**src/rtl/ped_pkg.sv**
```systemverilog
// ----------------------------------------------------------------------------
// ped_pkg
// Types, constants and codes shared by the point to ellipse distance block.
// ----------------------------------------------------------------------------
package ped_pkg;

    localparam int          ITER_MAX  = 100;
    localparam logic [7:0]  ITER_LAST = 8'(ITER_MAX);

    localparam logic [63:0] EPS_Q30   = 64'd10737;
    localparam logic [63:0] ONE_Q30   = 64'd1073741824;
    localparam logic [63:0] CAP_Q     = 64'h4000_0000_0000_0000;
    localparam logic [63:0] CAP_SQ    = 64'h2000_0000_0000_0000;
    localparam logic [63:0] COORD_MAX = 64'h0000_0000_7FFF_FFFF;
    localparam logic [63:0] DIST_MAX  = 64'h0000_0000_FFFF_FFFF;
    localparam logic signed [65:0] T_MAX = 66'sh0_4000_0000_0000_0000;

    localparam logic [1:0]  STAT_OK     = 2'd0;
    localparam logic [1:0]  STAT_LIMIT  = 2'd1;
    localparam logic [1:0]  STAT_CENTER = 2'd2;

    typedef struct packed {
        logic signed [31:0] point_x;
        logic signed [31:0] point_y;
        logic [30:0]        axis_x;
        logic [30:0]        axis_y;
    } t_in;

    typedef struct packed {
        logic [31:0]        distance;
        logic signed [31:0] nearest_x;
        logic signed [31:0] nearest_y;
        logic [1:0]         status;
    } t_out;

    typedef enum logic [1:0] {
        CLS_CIRCLE,
        CLS_GENERAL,
        CLS_MAJOR,
        CLS_MINOR
    } t_cls;

    typedef struct packed {
        t_cls        cls;
        logic [31:0] u;
        logic [31:0] v;
        logic [30:0] a;
        logic [30:0] b;
        logic        flipx;
        logic        flipy;
        logic        swapped;
    } t_job;

    typedef enum logic [1:0] {
        OP_MUL,
        OP_DIV,
        OP_SQRT
    } t_op;

    typedef struct packed {
        logic        start;
        t_op         op;
        logic [63:0] x;
        logic [63:0] y;
        logic [63:0] lo;
    } t_areq;

    typedef struct packed {
        logic         done;
        logic         ovf;
        logic [127:0] res;
    } t_arsp;

    typedef enum logic [5:0] {
        S_IDLE, S_DISPATCH, S_WAIT,
        S_H0, S_H1, S_H2, S_H3,
        S_C1, S_C2, S_C3, S_C4,
        S_M1, S_M2, S_M3, S_M4, S_M5, S_M6, S_M7, S_M8, S_M9,
        S_G1, S_G2, S_G3, S_G4, S_G5, S_G6, S_G7, S_G8, S_G9,
        S_G10, S_G11, S_G12, S_G13, S_GEND, S_G14, S_G15,
        S_DONE
    } t_bstate;

endpackage

```
**src/rtl/ped_front.sv**
```systemverilog
// ----------------------------------------------------------------------------
// ped_front
// Accepts a transaction, folds the point into the first quadrant, orders
// the axes and classifies the job for the back end.
// ----------------------------------------------------------------------------
module ped_front (
    input  logic          start,
    input  ped_pkg::t_in  i_item,
    input  logic          i_full,
    output logic          busy,
    output logic          o_push,
    output ped_pkg::t_job o_job
);

    logic [31:0] w_mx, w_my;
    logic        w_circle, w_swap;
    logic [31:0] w_u, w_v;

    assign w_mx     = i_item.point_x[31] ? 32'(-i_item.point_x) : i_item.point_x;
    assign w_my     = i_item.point_y[31] ? 32'(-i_item.point_y) : i_item.point_y;
    assign w_circle = i_item.axis_x == i_item.axis_y;
    assign w_swap   = !w_circle && (i_item.axis_x < i_item.axis_y);
    assign w_u      = w_swap ? w_my : w_mx;
    assign w_v      = w_swap ? w_mx : w_my;

    always_comb begin
        o_job.u       = w_u;
        o_job.v       = w_v;
        o_job.a       = w_swap ? i_item.axis_y : i_item.axis_x;
        o_job.b       = w_swap ? i_item.axis_x : i_item.axis_y;
        o_job.flipx   = i_item.point_x[31];
        o_job.flipy   = i_item.point_y[31];
        o_job.swapped = w_swap;
        if (w_circle) begin
            o_job.cls = ped_pkg::CLS_CIRCLE;
        end else if (w_u == '0) begin
            o_job.cls = ped_pkg::CLS_MINOR;
        end else if (w_v == '0) begin
            o_job.cls = ped_pkg::CLS_MAJOR;
        end else begin
            o_job.cls = ped_pkg::CLS_GENERAL;
        end
    end

    assign busy   = i_full;
    assign o_push = start && !i_full;

endmodule

```
**config.mk**
```make
export PLATFORM = sky130hd
export DESIGN_NAME = ped_front
export DESIGN_NICKNAME = d
export VERILOG_FILES = /design/src/rtl/ped_pkg.sv /design/src/rtl/ped_front.sv
export SDC_FILE = /design/constraint.sdc
export NUM_CORES = 1
export LEC_CHECK = 0
export BUFFER_PORTS_ARGS = -buffer_cell sky130_fd_sc_hd__buf_2
export CORE_AREA = 8 8 151 125
export DETAILED_ROUTE_END_ITERATION = 10
export DIE_AREA = 0 0 159 133
export SLEW_MARGIN = 15
export SYNTH_ARGS = -nofsm -noshare
export SYNTH_HDL_FRONTEND = slang
export SYNTH_SLANG_ARGS = --single-unit
```
**constraint.sdc**
```tcl
create_clock -name vclk -period 4.4
set_input_delay 0 -clock vclk [all_inputs]
set_output_delay 0 -clock vclk [all_outputs]
set_load 0.02 [all_outputs]
```
# [Yosys cells after proc, flatten, opt, wreduce, memory -nomap -nowiden]
# Cells that the tools add are included.
[totals] register_bits=0 latch_bits=0 ram_bits=0 romBits=0 in_bits=128 output_inout_bits=133 wordCells=19 n_memories=0
[op_classes] add_sub_neg=2 mul=0 div_mod_pow=0 magnitude_cmp=1 eq_ne=1 n_shift=0 n_mux=9 bitwise=0 n_reduce_logical=6
[op_table] operator="$mux W32" count=4
[op_table] operator="$logic_not A32 Y1" count=2
[op_table] operator="$neg A32 Y32" count=2
[op_table] operator="$mux W31" count=2
[op_table] operator="$eq A31 B31 Y1" count=1
[op_table] operator="$lt A31 B31 Y1" count=1
[op_table] operator="$mux W2" count=3
[op_table] operator="$logic_and A1 B1 Y1" count=2
[op_table] operator="$logic_not A1 Y1" count=2

# [Depth between registers and ports, before layout]
[depth] ltp_word=8 ltp_mapped=13 mapped_depth_nobuf=11

# [Worst setup path after synthesis]
# Ideal clock, no wire load.
[synth_path] kind="input -> output" start="in i_item[18] in the netlist's numbering" end="out o_job[101] in the netlist's numbering" arrival_ns=2.967 t_required_ns=4.400 path_slack_ns=1.433 cell_stages=11 path_buffers=2 cell_sequence="inv_1 ha_1 a21oi_1 o21ai_1 a221oi_1 nor2_1 or4_1 a21oi_1 clkbuf_1 clkbuf_1 mux2i_1"
[synth_lines] element="start: declaration" line="ped_front.sv:8" source="input ped_pkg::t_in i_item,"
[synth_lines] element="end: declaration" line="ped_front.sv:12" source="output ped_pkg::t_job o_job"

==> Flow_metrics.wiki <==
{| class="wikitable"
! Metric !! Value
|-
| Detailed-routing iteration count for the pre-antenna-repair pass || 5
|-
| Global-route total usage across every layer || 0.1603
|-
| Die outline width || 159 µm
|-
| Number of I/O port buffers || 261
|-
| Antenna viol nets, final || 0
|-
| Max IR drop VDD || 0.06047 mV
|-
| Maximum number of pins on one net before global-route repair || 87
|-
| Setup repair bufs after CTS || 0
|-
| Number of sequential cells || 0
|-
| CP max-delay cell || sky130_fd_sc_hd__or4_1
|-
| Largest stage delay on the critical path || 0.73 ns
|-
| Count of endpoints failing setup in the final report || 0
|-
| Area of all placed cells without fillers || 5484 µm²
|-
| Unrepaired setup endpoints after global routing || false
|-
| Kind of critical path || in -> out
|-
| Max capacitance violation total || 0
|-
| Actual transition at the worst max-transition pin || 0.7246 ns
|-
| Count of yosys warnings during synthesis || 0
|-
| Launching element type of the critical path || input pin
|-
| Relative slew margins || 0.5169
|-
| Cells after Synth || 558
|-
| Number of hold-slack violations in the final timing report || 0
|-
| Initial drt markers || 420
|-
| Min-Delay Path Class || in -> out
|-
| Area of the core || 16290 µm²
|-
| Power density normalized to cell area || 177.9 nW/µm²
|-
| Total grt overflow || 0
|-
| Final RePlAce weighted congestion || 0.8913
|-
| Number of nets in the finished design || 946
|-
| CP Max Fanout || 8
|-
| Most common cell after layout, fill and taps aside || sky130_fd_sc_hd__buf_2
|-
| Vias post-DR || 5007
|-
| Sequential cell area || 0 µm²
|-
| Clock buffers || 0
|-
| Number of antenna diodes || 0
|-
| Routed wire per std cell || 18.19 µm
|-
| Post-synth cell types || 58
|-
| Number of rows created at floorplan || 42
|-
| Result of the run || completed
|-
| Post-DP Area || 5484 µm²
|-
| Initial standard-cell utilization of the core || 0.2467
|-
| Synthesis-to-finish area growth || 36.46%
|-
| Total I/O pin count || 261
|-
| Total standard cell area after synthesis || 4019 µm²
|-
| Crit-path leading delay family || simple AND/OR/NAND/NOR gates
|-
| Sum of net half-perimeters after detailed placement || 15.94 mm
|-
| Leakage power total || 2.785 nW
|-
| Most frequent cells in the layout || sky130_fd_sc_hd__buf_2, sky130_fd_sc_hd__mux2i_1, sky130_fd_sc_hd__nand2_1
|-
| Synthesized area divided by synthesized cell count || 7.202 µm²
|-
| Die Height || 133 µm
|-
| Vias per cell || 4.992
|-
| Number of antenna violations at the first check in global routing || 0
|-
| Via count of the first global-routing pass || 4729
|-
| Area share of the largest cell type after synthesis || 0.1619
|-
| Total die area || 21150 µm²
|-
| DRT Wirelength || 18.25 mm
|-
| Post-synth net total || 719
|-
| Sequential share of the synthesized area || 0
|-
| Final worst-path cycle share || 0.7823
|-
| Global-route wire length before repair || 28.11 mm
|-
| Remaining routing DRC violations || 0
|-
| Worst path cell trace || buf_2, inv_1, ha_1, or4b_4, or4_1, o31ai_2, xor2_1, nand3_1, a2111oi_2, nand3_1, or3_1, and3_1, buf_2
|-
| Critical path arrival || 3.44 ns
|-
| Data required time of the worst path || 4.40 ns
|-
| Buffers plus inverters on the worst setup path || 3
|-
| Resized Gates After CTS || 0
|-
| Upper clock frequency limit || 0.2905 GHz
|-
| Number of buffers inserted by hold repair at cts || 0
|-
| Minimum clock period after layout || 3.442 ns
|-
| Final number of max-transition violations || 0
|-
| Synth top area cells || sky130_fd_sc_hd__mux2i_1, sky130_fd_sc_hd__xor2_1, sky130_fd_sc_hd__ha_1
|-
| Synth area leader || sky130_fd_sc_hd__mux2i_1
|-
| Share of layout cells above drive strength 1 || 0.3934
|-
| Crit. End Element || output pin
|-
| TNS Setup || 0 ns
|}
[Yosys cell counts (6+ instances only)]
library cell and n:
sky130_fd_sc_hd__nor2_1 15, sky130_fd_sc_hd__nand4_1 13, sky130_fd_sc_hd__and4_1 8, sky130_fd_sc_hd__a21oi_1 11, sky130_fd_sc_hd__o21ai_1 32, sky130_fd_sc_hd__nor4_1 9, sky130_fd_sc_hd__ha_1 33, sky130_fd_sc_hd__nand3_1 14
sky130_fd_sc_hd__mux2_2 30, sky130_fd_sc_hd__xor2_1 54, sky130_fd_sc_hd__clkbuf_1 30, sky130_fd_sc_hd__inv_1 38, sky130_fd_sc_hd__nand2_1 60, sky130_fd_sc_hd__or4_1 15, sky130_fd_sc_hd__mux2i_1 65, sky130_fd_sc_hd__o41ai_1 6
sky130_fd_sc_hd__or3_1 13, sky130_fd_sc_hd__o21ai_0 20, sky130_fd_sc_hd__o31ai_1 17
[metal layers]
layer | share of wire | wire length, µm | up-vias | track usage
met2 | 0.46 | 8386 | 145 | 0.2600
met5 | 0 | 0 | - | 0
met4 | 0.0085 | 156 | 0 | 0.01151
li1 | - | - | 2542 | -
met3 | 0.053 | 962 | 10 | 0.02232
met1 | 0.48 | 8742 | 2310 | 0.2284
[path summary, 6_finish.rpt]
check	end	start	slack [ns]	cells after the start
max	o_job[129]	i_item[62]	0.96	13
min	busy	i_full	0.27	2
[layout make-up]
| type | count | area (µm²) |
|---|---|---|
| Fill cell | 1792 | 10810 |
| Inverter | 38 | 142.6 |
| Multi-Input combinational cell | 482 | 3720 |
| Tap cell | 220 | 275.3 |
| Timing Repair Buffer | 263 | 1346 |
[power by group]
group | internal (mW) | leakage, nW | switching, mW | total [mW]
logic | 0.346 | 2.79 | 0.630 | 0.975
registers | 0 | 0 | 0 | 0
clock network | 0 | 0 | 0 | 0
total | 0.346 | 2.79 | 0.630 | 0.975
[cell families (layout without fill, tap and decap cells)]
logic type,after synthesis,in the layout,synth area share
mux,97,97,0.2516
simple gates,178,178,0.2472
compound gates,115,115,0.1927
xor+xnor,59,59,0.1286
buf+inv,76,301,0.07721
fa+ha+maj,33,33,0.1027
[stage by stage]
stage | hold WS [ns] | total power [mW] | instances | util | setup slack (ns)
floorplan | 0.07811 | 0.6049 | 558 | - | 1.433
global placement | 0.2688 | 0.9761 | 1003 | 0.3366 | 1.045
detailed placement | 0.2721 | 0.9775 | 1003 | 0.3366 | 0.9933
CTS | 0.2721 | 0.9816 | 1003 | 0.3366 | 0.9659
global route | 0.2787 | 1.048 | 1003 | 0.3366 | 0.7324
finish | 0.2692 | 0.9755 | 1003 | 0.3366 | 0.9578
Note: power is estimated with default switching activity, not from simulation.
