===== config.mk =====
export PLATFORM = sky130hd
export DESIGN_NAME = ped_queue
export DESIGN_NICKNAME = d
export VERILOG_FILES = /design/src/rtl/ped_pkg.sv /design/src/rtl/ped_queue.sv
export SDC_FILE = /design/constraint.sdc
export NUM_CORES = 1
export LEC_CHECK = 0
export BUFFER_PORTS_ARGS = -buffer_cell sky130_fd_sc_hd__buf_2
export CORE_ASPECT_RATIO = 1.75
export CORE_UTILIZATION = 55
export CTS_CLUSTER_SIZE = 20
export DETAILED_ROUTE_END_ITERATION = 7
export GPL_ROUTABILITY_DRIVEN = 0
export PLACE_DENSITY = 0.91
export SLEW_MARGIN = 20
export SYNTH_ARGS = -nofsm -noshare
export SYNTH_HDL_FRONTEND = slang
export SYNTH_SLANG_ARGS = --single-unit

===== constraint.sdc =====
create_clock -name i_clk -period 11.81 [get_ports i_clk]
set_clock_uncertainty 0.05 [all_clocks]
set_input_delay 0.5905 -clock i_clk [delete_from_list [all_inputs] [get_ports i_clk]]
set_output_delay 0.5905 -clock i_clk [all_outputs]
set_load 0.01 [all_outputs]

===== src/rtl/ped_pkg.sv =====
// ----------------------------------------------------------------------------
// ped_pkg
// Types, constants and codes shared by the point to ellipse distance block.
// ----------------------------------------------------------------------------
package ped_pkg;

    localparam int          ITER_MAX  = 100;
    localparam logic [7:0]  ITER_LAST = 8'(ITER_MAX);

    localparam logic [63:0] EPS_Q30   = 64'd10737;
    localparam logic [63:0] ONE_Q30   = 64'd1073741824;
    localparam logic [63:0] CAP_Q     = 64'h4000_0000_0000_0000;
    localparam logic [63:0] CAP_SQ    = 64'h2000_0000_0000_0000;
    localparam logic [63:0] COORD_MAX = 64'h0000_0000_7FFF_FFFF;
    localparam logic [63:0] DIST_MAX  = 64'h0000_0000_FFFF_FFFF;
    localparam logic signed [65:0] T_MAX = 66'sh0_4000_0000_0000_0000;

    localparam logic [1:0]  STAT_OK     = 2'd0;
    localparam logic [1:0]  STAT_LIMIT  = 2'd1;
    localparam logic [1:0]  STAT_CENTER = 2'd2;

    typedef struct packed {
        logic signed [31:0] point_x;
        logic signed [31:0] point_y;
        logic [30:0]        axis_x;
        logic [30:0]        axis_y;
    } t_in;

    typedef struct packed {
        logic [31:0]        distance;
        logic signed [31:0] nearest_x;
        logic signed [31:0] nearest_y;
        logic [1:0]         status;
    } t_out;

    typedef enum logic [1:0] {
        CLS_CIRCLE,
        CLS_GENERAL,
        CLS_MAJOR,
        CLS_MINOR
    } t_cls;

    typedef struct packed {
        t_cls        cls;
        logic [31:0] u;
        logic [31:0] v;
        logic [30:0] a;
        logic [30:0] b;
        logic        flipx;
        logic        flipy;
        logic        swapped;
    } t_job;

    typedef enum logic [1:0] {
        OP_MUL,
        OP_DIV,
        OP_SQRT
    } t_op;

    typedef struct packed {
        logic        start;
        t_op         op;
        logic [63:0] x;
        logic [63:0] y;
        logic [63:0] lo;
    } t_areq;

    typedef struct packed {
        logic         done;
        logic         ovf;
        logic [127:0] res;
    } t_arsp;

    typedef enum logic [5:0] {
        S_IDLE, S_DISPATCH, S_WAIT,
        S_H0, S_H1, S_H2, S_H3,
        S_C1, S_C2, S_C3, S_C4,
        S_M1, S_M2, S_M3, S_M4, S_M5, S_M6, S_M7, S_M8, S_M9,
        S_G1, S_G2, S_G3, S_G4, S_G5, S_G6, S_G7, S_G8, S_G9,
        S_G10, S_G11, S_G12, S_G13, S_GEND, S_G14, S_G15,
        S_DONE
    } t_bstate;

endpackage


===== src/rtl/ped_queue.sv =====
// ----------------------------------------------------------------------------
// ped_queue
// Two-entry job queue between the front and back ends.
// ----------------------------------------------------------------------------
module ped_queue (
    input  logic          i_clk,
    input  logic          i_rst_n,
    input  logic          i_push,
    input  ped_pkg::t_job i_job,
    input  logic          i_pop,
    output ped_pkg::t_job o_job,
    output logic          o_full,
    output logic          o_empty
);

    ped_pkg::t_job r_mem [2];
    logic          r_wptr, n_wptr;
    logic          r_rptr, n_rptr;
    logic [1:0]    r_cnt, n_cnt;

    always_comb begin
        n_wptr = r_wptr;
        n_rptr = r_rptr;
        n_cnt  = r_cnt;
        if (i_push) begin
            n_wptr = !r_wptr;
        end
        if (i_pop) begin
            n_rptr = !r_rptr;
        end
        if (i_push && !i_pop) begin
            n_cnt = r_cnt + 2'd1;
        end else if (!i_push && i_pop) begin
            n_cnt = r_cnt - 2'd1;
        end
    end

    always_ff @(posedge i_clk) begin
        if (!i_rst_n) begin
            r_wptr <= 1'b0;
            r_rptr <= 1'b0;
            r_cnt  <= '0;
        end else begin
            r_wptr <= n_wptr;
            r_rptr <= n_rptr;
            r_cnt  <= n_cnt;
        end
        if (i_push) begin
            r_mem[r_wptr] <= i_job;
        end
    end

    assign o_job   = r_mem[r_rptr];
    assign o_full  = r_cnt == 2'd2;
    assign o_empty = r_cnt == 2'd0;

`ifndef SYNTHESIS
    a_no_overfill: assert property (@(posedge i_clk) disable iff (!i_rst_n)
        o_full |=> !(r_cnt == 2'd3))
        else $error("queue count beyond depth");
    a_pop_nonempty: assert property (@(posedge i_clk) disable iff (!i_rst_n)
        (i_pop && !i_push && r_cnt == 2'd1) |=> o_empty)
        else $error("queue not empty after last pop");
    a_push_fill: assert property (@(posedge i_clk) disable iff (!i_rst_n)
        (i_push && !i_pop && r_cnt == 2'd1) |=> o_full)
        else $error("queue not full after second push");
`endif

endmodule


== Yosys cells after proc, flatten, opt, wreduce, memory -nomap -nowiden ==
Memories as Yosys holds them, arrays and structs flattened. A register that Yosys moved wholly into a read port is not among the register bits.
Index checks and enable logic that the tools add are counted.
W data, S select, Z words.
Storage, ports and cells
  register bits after elaboration: 4
  memory bits (writable): 262
  input bits: 135
  word-level logic and storage cells: 21
  memories kept: 1
Memory list
  r_mem: words 2, width 131, read ports 1, clocked after memory_dff 1, wr ports 1, line ped_queue.sv:16  | ped_pkg::t_job r_mem [2];
Operators by class
  add/subtract/negate cells: 2
  equality and inequality tests: 1
  muxes and demuxes: 6
  reductions and logical operators: 8
Operators with widths (number)
  $logic_not A1 Y1: 4
  $mux W1: 4
  $mux W2: 2
  $add A2 B1 Y2 const B: 1
  $eq A2 B2 Y1 const B: 1
  $logic_and A1 B1 Y1: 2
  $logic_not A2 Y1: 1
  $reduce_bool A2 Y1: 1
  $sub A2 B1 Y2 const B: 1

== Logic depth before layout (Yosys ltp) ==
  word-level depth: 4
  depth in mapped cells: 5
  gate-level depth less buffers: 5

== Worst setup path before layout ==
No wires, ideal clock.
  path type: input to register
  start: input i_push
  end: memory r_mem[0][0] (netlist bit), enable pin
  arrival: 6298 ps
  path slack: 4824 ps
  stages: 1
  path buffers: 0
  path through: nor2b_1
Between the ends
  word-level cells in the longest chain between the ends: 2
Ends and longest elaborated chain
  start: declaration: line ped_queue.sv:8  | input logic i_push,
  $mux W1: line ped_queue.sv:48  | if (i_push) begin
  $mux W1 (implied by the code): line ped_queue.sv:49  | r_mem[r_wptr] <= i_job;
  end: declaration: line ped_queue.sv:16
Every way passes these cells.

==> key figures <==
Run status
  – Outcome: finished clean

Timing
  – Final Hold Fails: 0
  – Post-layout minimum cycle time: 3529 ps
  – Setup_tns: 0 ps
  – Maximum clock frequency: 0.2834 GHz
  – Slew Viols, Final: 0
  – Endpoints failing setup: 0
  – Worst Tran Pin Value: 1018 ps
  – RSZ-0062 raised after global routing: false
  – Max transition margin: 0.3215
  – Final Cycle Share: 0.2988

Worst setup path
  – Reg2reg path depth: 2
  – Max stage delay cell, worst path: dfxtp_4
  – CP arrival: 2890 ps
  – Worst setup EP type: output pin
  – FF-to-FF End: r_mem[1][15]
  – Worst Path Required: 11,170 ps
  – R2r startpoint: r_wptr
  – Delay-heaviest family, CP: flip-flops
  – R2r setup slk: 9300 ps
  – CP max FO: 73
  – Critical path cell sequence: buf_6, mux2_2, buf_2
  – CP Class: flop to output pin
  – CP max stage delay: 1030 ps
  – CP startpoint kind: flop
  – CP Buf/Inv Count: 2

Yosys
  – Most frequent cell after synthesis: edfxtp_1
  – Mapped Area: 0.01005 sq mm
  – Mean post-synth cell area: 23.36 sq um
  – Synth area leaders: edfxtp_1, mux2_4, mux2_2
  – EDFF count, synth: 262
  – Post-Syn Nets: 566
  – Synth cell count leaders: edfxtp_1, mux2_4, mux2_2
  – Post-synth top area cell: edfxtp_1
  – Number of synthesized register bits: 267
  – Sequential fraction of the synthesis area: 0.7931
  – Async S/R FF share, synth: 0
  – Yosys top cell area share: 0.7832
  – Post-synth top flop: edfxtp_1
  – Yosys cell types: 19
  – Yosys warns: 0
  – Cells after Synth: 430

Final layout
  – Final cell count without fillers: 962
  – Multi-input gate area: 0.001937 sq mm
  – NumNets Final: 847
  – Fill count: 1,149
  – Layout cells sized above 1: 0.5994
  – Reg area: 0.007971 sq mm
  – Finished Core Util: 0.6829
  – Layout area overhead: 22.18%

Clock network
  – Clock Tree Root: clkbuf_16
  – Clock-pin slew on the worst setup and hold paths: 60 ps
  – Post-CTS Setup Bufs: 0
  – Sink Count: 267
  – Post-CTS resize count: 0
  – Clk_lat worst skew: 500 ps
  – Hold_buf cts: 0
  – H-tree depth: 1
  – CTS buffer count: 23
  – Clock Path Buffers: 3
  – CTS tree: yes

Power
  – Flop pwr share: 0.549
  – Switching part of the total: 0.2101
  – P_sw: 428.8 uW
  – Logic pwr share: 0.109
  – Clock group share of total power: 0.342
  – VDD IR max: 151.3 uV
  – P_leak: 0.004804 uW
  – Internal: 1612 uW
  – Pwr per Cell Area: 166.3 mW/mm^2

Place
  – PortBufs: 267
  – # placed instances: 920
  – Dpl hpwl: 12,860 microns

Global routing
  – First-pass GRT wire length: 27,860 microns
  – Grt ovf: 0
  – Initial antenna violation count: 3
  – Largest net degree at the start of global routing: 76
  – Vias in the first global route: 5,456
  – Gr usage total: 0.1942

Drt
  – DR WL met2: 10,720 microns
  – Wire length per cell: 19.60 microns
  – DR pass1 iterations: 4
  – Detailed-route DRC error count: 0
  – Starting DRC count in detailed routing: 190
  – Vias: 4,962
  – DR top layer: met4
  – Final antenna-violating net count: 0
  – Final WL: 18,860 microns
  – Metal3 WL: 1052 microns
  – Via-to-Cell Ratio: 5.158
  – Met1 Wirelength: 6126 microns

Die
  – Die height: 180.8 microns
  – Starting Density: 0.5589
  – Die area: 0.01883 sq mm
  – Die X: 104.2 microns
  – Core Area: 0.01797 sq mm
  – Row cnt: 65
  – Io pins: 268

Hold path
  – Hold Path Sink: r_mem[1][25]
  – Hold depth: 1
  – Hold Path Origin: i_job[25]
  – Hold/Removal Path Class: input port to flop

Run
  – # Max-Cap Violations: 0
[sequential cells by signal, indices dropped and copies added (netlist names), named ones only]
signal,count
r_rptr,1
r_cnt,2
r_mem,262
r_wptr,1
[cell families (layout without fill, tap and decap cells)]
kind of cell               Yosys count  count (layout)  synth area share
DFF                                267             267            0.7931
and+or+nand+nor                      9               9          0.005480
adders and majority gates            1               1          0.001245
AOI/OAI and AO/OA                    3               3          0.001993
buffers and inverters               16             310           0.01507
xor gates and xnor gates             3               3          0.002616
other                                0               4                 0
muxes                              131             131            0.1805
[power groups by stage]
stage	registers, uW	logic, uW	clock network (uW)
global placement	1140	216	0
CTS	1120	225	713
detailed placement	1140	224	0
global route	1120	237	750
finish	1120	223	698
floorplan	1130	148	0
[layer usage]
| layer | vias up | global-route usage |
|---|---|---|
| met2 | 216 | 0.3776 |
| met3 | 65 | 0.03932 |
| met1 | 2421 | 0.1858 |
| met4 | 0 | 0.1069 |
| li1 | 2260 | - |
| met5 | - | 0 |
[layout make-up]
| type | instances | share of cell area |
|---|---|---|
| Sequential cell | 267 | 0.6494 |
| Antenna cell | 4 | 0.0008155 |
| Clock inverter | 10 | 0.007747 |
| Clock buffer | 28 | 0.04842 |
| Tap cell | 234 | 0.02385 |
| Multi-Input combinational cell | 147 | 0.1578 |
| Timing Repair Buffer | 271 | 0.1116 |
| Inverter | 1 | 0.0003058 |
[placed cells by master (no fill, tap or decap)]
master,count
mux2_2,41
and2_1,3
diode_2,4
nor2b_1,1
dfxtp_1,4
inv_1,1
dfxtp_4,1
ha_1,1
buf_4,3
buf_2,267
o21ai_0,1
clkbuf_16,23
o21a_1,1
xor2_1,2
nor2b_4,1
edfxtp_1,262
and2_4,1
buf_6,1
a21boi_0,1
clkinv_2,4
bufinv_16,2
or3_1,1
clkinv_1,4
nor2_1,1
mux2_4,90
clkbuf_1,5
xnor2_1,1
and2b_1,1
[worst max path at each step]
| stage | slack [ps] | endpoint | cells after the start |
|---|---|---|---|
| floorplan | 4820 | r_mem[0][0] | 1 |
| global placement | 8560 | o_job[8] | 3 |
| detailed placement | 8470 | o_job[14] | 3 |
| CTS | 7930 | o_job[15] | 3 |
| global route | 8130 | o_job[15] | 3 |
| finish | 8280 | o_job[15] | 3 |
[metrics by stage]
stage          worst slack, ps  hold slack (ps)  instance area, sq um  total power [uW]
4_1_cts                   7926            210.4                 12260              2060
3_3_place_gp              8560            435.2                 11570              1352
6_report                  8281            226.6                 12270              2041
3_5_place_dp              8474            460.8                 11570              1366
2_1_floorplan             4824            423.7                 10050              1280
5_1_grt                   8125            201.4                 12270              2111
Power figures use the tool's default switching activity.
