==> src/rtl/ped_pkg.sv <==
// ----------------------------------------------------------------------------
// ped_pkg
// Types, constants and codes shared by the point to ellipse distance block.
// ----------------------------------------------------------------------------
package ped_pkg;

    localparam int          ITER_MAX  = 100;
    localparam logic [7:0]  ITER_LAST = 8'(ITER_MAX);

    localparam logic [63:0] EPS_Q30   = 64'd10737;
    localparam logic [63:0] ONE_Q30   = 64'd1073741824;
    localparam logic [63:0] CAP_Q     = 64'h4000_0000_0000_0000;
    localparam logic [63:0] CAP_SQ    = 64'h2000_0000_0000_0000;
    localparam logic [63:0] COORD_MAX = 64'h0000_0000_7FFF_FFFF;
    localparam logic [63:0] DIST_MAX  = 64'h0000_0000_FFFF_FFFF;
    localparam logic signed [65:0] T_MAX = 66'sh0_4000_0000_0000_0000;

    localparam logic [1:0]  STAT_OK     = 2'd0;
    localparam logic [1:0]  STAT_LIMIT  = 2'd1;
    localparam logic [1:0]  STAT_CENTER = 2'd2;

    typedef struct packed {
        logic signed [31:0] point_x;
        logic signed [31:0] point_y;
        logic [30:0]        axis_x;
        logic [30:0]        axis_y;
    } t_in;

    typedef struct packed {
        logic [31:0]        distance;
        logic signed [31:0] nearest_x;
        logic signed [31:0] nearest_y;
        logic [1:0]         status;
    } t_out;

    typedef enum logic [1:0] {
        CLS_CIRCLE,
        CLS_GENERAL,
        CLS_MAJOR,
        CLS_MINOR
    } t_cls;

    typedef struct packed {
        t_cls        cls;
        logic [31:0] u;
        logic [31:0] v;
        logic [30:0] a;
        logic [30:0] b;
        logic        flipx;
        logic        flipy;
        logic        swapped;
    } t_job;

    typedef enum logic [1:0] {
        OP_MUL,
        OP_DIV,
        OP_SQRT
    } t_op;

    typedef struct packed {
        logic        start;
        t_op         op;
        logic [63:0] x;
        logic [63:0] y;
        logic [63:0] lo;
    } t_areq;

    typedef struct packed {
        logic         done;
        logic         ovf;
        logic [127:0] res;
    } t_arsp;

    typedef enum logic [5:0] {
        S_IDLE, S_DISPATCH, S_WAIT,
        S_H0, S_H1, S_H2, S_H3,
        S_C1, S_C2, S_C3, S_C4,
        S_M1, S_M2, S_M3, S_M4, S_M5, S_M6, S_M7, S_M8, S_M9,
        S_G1, S_G2, S_G3, S_G4, S_G5, S_G6, S_G7, S_G8, S_G9,
        S_G10, S_G11, S_G12, S_G13, S_GEND, S_G14, S_G15,
        S_DONE
    } t_bstate;

endpackage

==> src/rtl/ped_arith.sv <==
// ----------------------------------------------------------------------------
// ped_arith
// Shared multi-cycle unit: 64x64 multiply from 32x32 partial products,
// 128/64 restoring divide and 128-bit square root, one bit per cycle.
// ----------------------------------------------------------------------------
module ped_arith (
    input  logic          i_clk,
    input  logic          i_rst_n,
    input  ped_pkg::t_areq i_req,
    output ped_pkg::t_arsp o_rsp
);

    logic           r_busy, n_busy;
    ped_pkg::t_op   r_op, n_op;
    logic [5:0]     r_cnt, n_cnt;
    logic [63:0]    r_x, n_x;
    logic [63:0]    r_y, n_y;
    logic [63:0]    r_lo, n_lo;
    logic [127:0]   r_acc, n_acc;
    logic [65:0]    r_rem, n_rem;
    logic [63:0]    r_root, n_root;
    logic           r_done, n_done;
    logic           r_ovf, n_ovf;

    logic [31:0]    w_xs, w_ys;
    logic [63:0]    w_pp;
    logic [1:0]     w_k;
    logic [64:0]    w_dt, w_dd;
    logic           w_dge;
    logic [67:0]    w_rs, w_trial;
    logic           w_sge;

    assign w_xs    = r_cnt[1] ? r_x[63:32] : r_x[31:0];
    assign w_ys    = r_cnt[0] ? r_y[63:32] : r_y[31:0];
    assign w_pp    = w_xs * w_ys;
    assign w_k     = {1'b0, r_cnt[1]} + {1'b0, r_cnt[0]};
    assign w_dt    = {r_rem[63:0], r_lo[63]};
    assign w_dd    = {1'b0, r_y};
    assign w_dge   = w_dt >= w_dd;
    assign w_rs    = {r_rem, r_x[63:62]};
    assign w_trial = {2'b00, r_root, 2'b01};
    assign w_sge   = w_rs >= w_trial;

    always_comb begin
        n_busy = r_busy;
        n_op   = r_op;
        n_cnt  = r_cnt;
        n_x    = r_x;
        n_y    = r_y;
        n_lo   = r_lo;
        n_acc  = r_acc;
        n_rem  = r_rem;
        n_root = r_root;
        n_done = 1'b0;
        n_ovf  = r_ovf;
        if (!r_busy) begin
            if (i_req.start) begin
                n_op   = i_req.op;
                n_x    = i_req.x;
                n_y    = i_req.y;
                n_lo   = i_req.lo;
                n_cnt  = '0;
                n_acc  = '0;
                n_rem  = {2'b00, i_req.x};
                n_root = '0;
                n_ovf  = 1'b0;
                if (i_req.op == ped_pkg::OP_SQRT) begin
                    n_rem = '0;
                end
                if (i_req.op == ped_pkg::OP_DIV && (i_req.y == '0 || i_req.x >= i_req.y)) begin
                    n_ovf  = 1'b1;
                    n_done = 1'b1;
                end else begin
                    n_busy = 1'b1;
                end
            end
        end else begin
            n_cnt = r_cnt + 6'd1;
            case (r_op)
                ped_pkg::OP_MUL: begin
                    n_acc = r_acc + ({64'b0, w_pp} << {w_k, 5'b0});
                    if (r_cnt == 6'd3) begin
                        n_busy = 1'b0;
                        n_done = 1'b1;
                    end
                end
                ped_pkg::OP_DIV: begin
                    n_rem = {2'b00, (w_dge ? 64'(w_dt - w_dd) : w_dt[63:0])};
                    n_lo  = {r_lo[62:0], w_dge};
                    if (r_cnt == 6'd63) begin
                        n_acc  = {64'b0, r_lo[62:0], w_dge};
                        n_busy = 1'b0;
                        n_done = 1'b1;
                    end
                end
                ped_pkg::OP_SQRT: begin
                    n_rem  = w_sge ? 66'(w_rs - w_trial) : w_rs[65:0];
                    n_root = {r_root[62:0], w_sge};
                    n_x    = {r_x[61:0], r_lo[63:62]};
                    n_lo   = {r_lo[61:0], 2'b00};
                    if (r_cnt == 6'd63) begin
                        n_acc  = {64'b0, r_root[62:0], w_sge};
                        n_busy = 1'b0;
                        n_done = 1'b1;
                    end
                end
                default: begin
                    n_busy = 1'b0;
                    n_done = 1'b1;
                end
            endcase
        end
    end

    always_ff @(posedge i_clk) begin
        if (!i_rst_n) begin
            r_busy <= 1'b0;
            r_done <= 1'b0;
            r_op   <= ped_pkg::OP_MUL;
            r_cnt  <= '0;
        end else begin
            r_busy <= n_busy;
            r_done <= n_done;
            r_op   <= n_op;
            r_cnt  <= n_cnt;
        end
        r_x    <= n_x;
        r_y    <= n_y;
        r_lo   <= n_lo;
        r_acc  <= n_acc;
        r_rem  <= n_rem;
        r_root <= n_root;
        r_ovf  <= n_ovf;
    end

    assign o_rsp.done = r_done;
    assign o_rsp.ovf  = r_ovf;
    assign o_rsp.res  = r_acc;

endmodule

==> config.mk <==
export PLATFORM = sky130hd
export DESIGN_NAME = ped_arith
export DESIGN_NICKNAME = d
export VERILOG_FILES = /design/src/rtl/ped_pkg.sv /design/src/rtl/ped_arith.sv
export SDC_FILE = /design/constraint.sdc
export NUM_CORES = 2
export LEC_CHECK = 0
export BUFFER_PORTS_ARGS = -buffer_cell sky130_fd_sc_hd__buf_2
export CORE_MARGIN = 2
export CORE_UTILIZATION = 26
export DETAILED_ROUTE_END_ITERATION = 10
export PLACE_DENSITY_LB_ADDON = 0.15
export RECOVER_POWER = 100
export REMOVE_ABC_BUFFERS = 1
export SYNTH_ARGS = -nofsm -noshare
export SYNTH_HDL_FRONTEND = slang
export SYNTH_SLANG_ARGS = --single-unit
==> constraint.sdc <==
create_clock -name i_clk -period 11.85 [get_ports i_clk]
set_clock_uncertainty 0.15 [all_clocks]
set_input_delay 1.185 -clock i_clk [delete_from_list [all_inputs] [get_ports i_clk]]
set_output_delay 1.185 -clock i_clk [all_outputs]
set_load 0.01 [all_outputs]
Yosys cells after proc, flatten, opt, wreduce, memory -nomap -nowiden --
Cells that the tools add are included.
Storage, ports and cells: input port bits 197, logic and storage cells 79, output and inout port bits 130, flip-flop bits (word level) 461
Operators by class: mux-type cells 36, eq/ne operators 11, order comparisons 3, multiply operators 1, shift operators 1, bitwise gates (word level) 1, $add $sub $neg 5, reduce and logical (&&, ||, !) cells 10
Operator list (count):
- $mux 64 | 10
- $mux 128 | 4
- $pmux 128 s3 | 1
- $mux 66 | 3
- $pmux 66 s2 | 1
- $add 128x128->128 | 1
- $pmux 64 s2 | 1
- $shl 64x7->128 | 1
- $ge 68x66->1 | 1
- $sub 66x66->66 | 1
- $ge 65x64->1 | 1
- $ge 64x64->1 | 1
- $logic_not 64->1 | 1
- $mul 32x32->64 | 1
- $mux 32 | 2
- $sub 64x64->64 | 1
- $mux 6 | 2
- $mux 1 | 10
- $add 6x1->6 const B | 1
- $eq 6x2->1 const B | 1
- $eq 6x6->1 const B | 1
- $ne 3x3->1 const B | 2
- $reduce_and 2->1 | 3
- $eq 2x1->1 const B | 2
- 13 further kinds | 15

Logic depth before layout (Yosys ltp) --
depth in word-level cells 6, depth in mapped cells 49, gate-level depth less buffers 43

Least setup slack after synthesis --
OpenSTA, ideal clock, no wires.
path type register to register, from register r_cnt[1], to register r_acc[125] (data pin), data required time 11.438 ns, buffers on the path 5, data arrival time 11.256 ns, path slack 0.182 ns, clock period less this slack 11.668 ns, cell stages (with the launch flop) 45, library setup time 0.262 ns, path through dfxtp_1 > clkbuf_1 > buf_1 > mux2i_1 > clkbuf_1 > nor2_1 > fa_1 > fa_1 > fa_1 > inv_1 > fa_1 > inv_1 > fa_1 > inv_1 > fa_1 > inv_1 > fa_1 > inv_1 > [9 not listed] > o21ai_1 > a31oi_2 > o2111ai_1 > a41oi_1 > xor2_1 > o22ai_1 > ha_1 > clkbuf_1 > nand4_1 > or3_1 > nor3_1 > a221oi_1 > o211ai_1 > nand2_1 > and3b_1 > o41ai_1 > mux2i_1 > nand3_1
On the way: longest elaborated chain between the ends 6
RTL lines:
- start: declaration | line ped_arith.sv:15 | logic [5:0] r_cnt, n_cnt;
- start signal: assignment | line ped_arith.sv:125 | r_cnt <= n_cnt;
- $mux 32 | line ped_arith.sv:33 | assign w_xs = r_cnt[1] ? r_x[63:32] : r_x[31:0];
- $mul 32x32->64 | line ped_arith.sv:35 | assign w_pp = w_xs * w_ys;
- $shl 64x7->128 (*) | line ped_arith.sv:81 | n_acc = r_acc + ({64'b0, w_pp} << {w_k, 5'b0});
- $add 128x128->128 (*) | line ped_arith.sv:81
- $pmux 128 s3 (*) | line ped_arith.sv:79 | case (r_op)
- $mux 128 (*) | line ped_arith.sv:56 | if (!r_busy) begin
- end signal: assignment | line ped_arith.sv:130 | r_acc <= n_acc;
- end: declaration | line ped_arith.sv:19 | logic [127:0] r_acc, n_acc;
Every way passes the cells marked *; elsewhere a longest branch is shown, timed or not. A chain may end at the register's enable or synchronous reset.

Worst setup path in the final report --
from register r_cnt[0], to register r_acc[127] (data pin)
On the way: longest elaborated chain between the ends 6
RTL lines:
- $mux 32 | line ped_arith.sv:34 | assign w_ys = r_cnt[0] ? r_y[63:32] : r_y[31:0];
- $mul 32x32->64 | line ped_arith.sv:35
- $shl 64x7->128 (*) | line ped_arith.sv:81
- $add 128x128->128 (*) | line ped_arith.sv:81
- $pmux 128 s3 (*) | line ped_arith.sv:79
- $mux 128 (*) | line ped_arith.sv:56
Marked as above.

==> impl_results.md <==
* Status: finished with violations
* Violated checks: capacitance limit, slew limit
* Asr flop ratio synth at 0%
* Max Cap Violations at 17
* Mapped Cells at 8619
* Worst hold path class: register to register
* Total grt overflow at 0
* Vias at 69.8k
* Crit. Startpoint: r_cnt[0]
* Drt drc at 0
* Min Tclk post-route at between 10000 and 15000 ps
* Via/cell ratio at ~5
* Pins Over Slew Limit at 927
* Most frequent CP cell: fa_1
* H-tree level count at 2
* Post-synthesis mux area share at ~3.3%
* Max clock buf depth at 3
* Worst-skew pair later-pin latency at 740 ps
* Antenna-violating nets left at 0
* CP Capture Type: register
* Fin. Hold Viols at 0
* Leading cell type by number of instances after synthesis: inv_1
* Worst slew pin tran at between 8000 and 9000 ps
* R2R Setup Slk at roughly 24 ps
* Hold path depth at 2
* CTS root buf: clkbuf_16
* WL/cell at roughly 28 um
* Post-DP HPWL at between 300000 and 400000 um
* Main flop type after synthesis: edfxtp_1
* Area growth syn-to-layout at 28.9%
* Hold_ws at 451 ps
* Reg2reg path depth at 50
* Synthesized flop and latch total at approximately 460
* Core box area at roughly 280000 um2
* I/O Buffers at 326
* Critical path fanouts, max at 9
* Largest family of logic cells by synthesized area: adder cells
* Die Ht at between 500 and 600 um
* Adder-cell share of the synthesized area at 34.5%
* Global-route wire length before repair at roughly 540000 um
* Synth unique cells at between 90 and 100
* Final RePlAce weighted congestion at 0.961
* DR pass1 iterations at 5
* Final nets at about 12k
* TritonCTS Buffers at 59
* Initial antenna violation count at 36
* Synth area leader: fa_1
* Share of layout cells above drive strength 1 at between 20% and 30%
* # IOs at between 300 and 400
* Max incr delay on CP at roughly 580 ps
* Clock sinks at about 460
* Post-synthesis sequential area ratio at a little under a fifth
* Largest net degree at the start of global routing at between 100 and 150
* Syn avg cell area at between 8 and 9 um2
* Final setup vio count at 0
* Synthesized area at 73600 um2
* Critical Path Start Type: register
* Tot GR Track Use at between 20% and 30%
* Row cnt at roughly 200
* Die Area at approximately 290000 um2
* Post-synth EDFFs at ~450
* TritonCTS clock tree: yes
* Tcrit/Tclk final at between 90% and 100%
* Routed WL at 382000 um
* Slowest cell on crit path: fa_1
* Compound-Gate Fraction of Synth Area at approximately 16%
* Vias in the first global route at 71.6k
* 1st-iter DRT viols at just under 6k
* Initial core utilization at a little over a quarter
* CP required at ~12000 ps
* Critical path class: register to register
* RR Endpoint: r_acc[127]
* RSZ-0062 raised after global routing: true
* Crit path DAT at 12090 ps
* Largest cells by area after synthesis: fa_1, edfxtp_1, ha_1
* Crit path to: r_acc[127]
* Post-Synth Simple-Gate Area at between 10% and 20%
* Synth top area share at between 20% and 30%
* Critical R2R Launch: r_cnt[0]
* List of most frequent post-synthesis cells: inv_1, nor2_1, nand2_1
* DIE WIDTH at between 500 and 600 um
* YS warnings at 0
* Synth Area in XOR/XNOR at between 3 and 4%
* Peak Freq at between 80 and 90 MHz
* Layout fillers at slightly below 30k
* Max_slew headroom at -463%
* Clock slew at reported path FFs at about 60 ps
==> layout make-up <==
| class | count | area [um2] | share of cell area (%) |
|---|---|---|---|
| inverters | 1215 | 4570 | 4.82 |
| well taps | 3743 | 4680 | 4.94 |
| multi-input cells | 6468 | 55900 | 58.9 |
| clock inverters | 39 | 380 | 0.401 |
| clock buffers | 71 | 1560 | 1.65 |
| diodes | 12 | 30.0 | 0.0317 |
| repair buffers | 1768 | 14000 | 14.8 |
| flip-flops and latches | 461 | 13800 | 14.5 |
==> critical path: cells and delay by family, from the launching register on <==
kind                       cells  cell delay (ps)
AOI/OAI and AO/OA             13             2320
DFF                            1              400
buffers and inverters         15             1680
and+or+nand+nor               11             2110
adders and majority gates     10             4430
muxes                          1              350
==> cell usage in the layout (no fill, tap or decap), types with 48 or more instances in the layout <==
cell       instances
a21o_1           231
buf_12           107
buf_2            131
fa_1             836
a31oi_1           52
xnor2_1          153
fa_2              62
nor3_1            56
nand3_1           98
edfxtp_1         451
o211ai_1          48
o21a_1            79
a21oi_1          497
a211oi_1          70
nand2_1          936
mux2_2            83
buf_6             52
ha_1             536
inv_1           1171
xor2_1           125
nor2_1          1072
o21ai_0          235
buf_4           1232
mux2i_1          104
clkbuf_16         66
o21bai_1          67
clkbuf_1         224
nand4_1          135
==> what timing repair did <==
action	CTS	global route
setup endpoints to repair	81	75
hold buffers	0	0
gates resized for setup	226	402
setup buffers	43	56
pin swaps	89	263
gates cloned	3	6
==> worst min path at each step <==
| stage | end | from | slack (ps) |
|---|---|---|---|
| floorplan | r_x[44] | r_x[42] | 380 |
| global placement | r_root[19] | r_root[18] | 440 |
| detailed placement | r_root[19] | r_root[18] | 440 |
| CTS | r_root[3] | r_root[2] | 460 |
| global route | r_root[19] | r_root[18] | 480 |
| finish | r_root[17] | r_root[16] | 450 |
==> state kept, by name, summed over array words and instances, names as in the netlist <==
name    flops
r_acc     128
r_rem      66
r_lo       64
r_root     64
r_x        64
r_y        64
r_cnt       6
r_op        2
r_busy      1
r_done      1
r_ovf       1
==> layer usage <==
layer	vias to the layer above	GRT usage (%)	share of wire (%)
li1	31500	-	-
met1	35600	35.6	44
met2	2186	43.4	46
met3	424	2.38	5.2
met4	12	8.37	4.0
met5	-	0	0.019
==> per-stage QoR <==
| step | TNS, ps | std cells | utilization (%) | worst slack (ps) | area, um2 |
|---|---|---|---|---|---|
| after floorplan | -836550 | 8144 | - | -2780 | 71700 |
| final | 0 | 13800 | 33.6 | 24.3 | 94800 |
| after global routing | -1290 | 13800 | 33.6 | -235 | 94800 |
| after detailed placement | -45170 | 13600 | 31.8 | -1110 | 89600 |
| after CTS | 0 | 13700 | 33.0 | 8.87 | 92900 |
| after global placement | -43720 | 13600 | 31.8 | -1140 | 89600 |
==> kinds of logic (layout without fill, tap and decap cells) <==
kind of cell | after synthesis | after routing
buffers and inverters | 1690 | 3093
adder cells (fa/ha/maj) | 1487 | 1487
other | 0 | 12
XOR/XNOR | 287 | 287
flip-flops | 461 | 461
AO/OA/AOI/OAI | 1769 | 1769
multiplexers | 234 | 234
AND/OR/NAND/NOR | 2691 | 2691
Power is left out: the tool's default activity adds up to more than one toggle a clock period on the data nets, which glitch-free logic cannot reach.
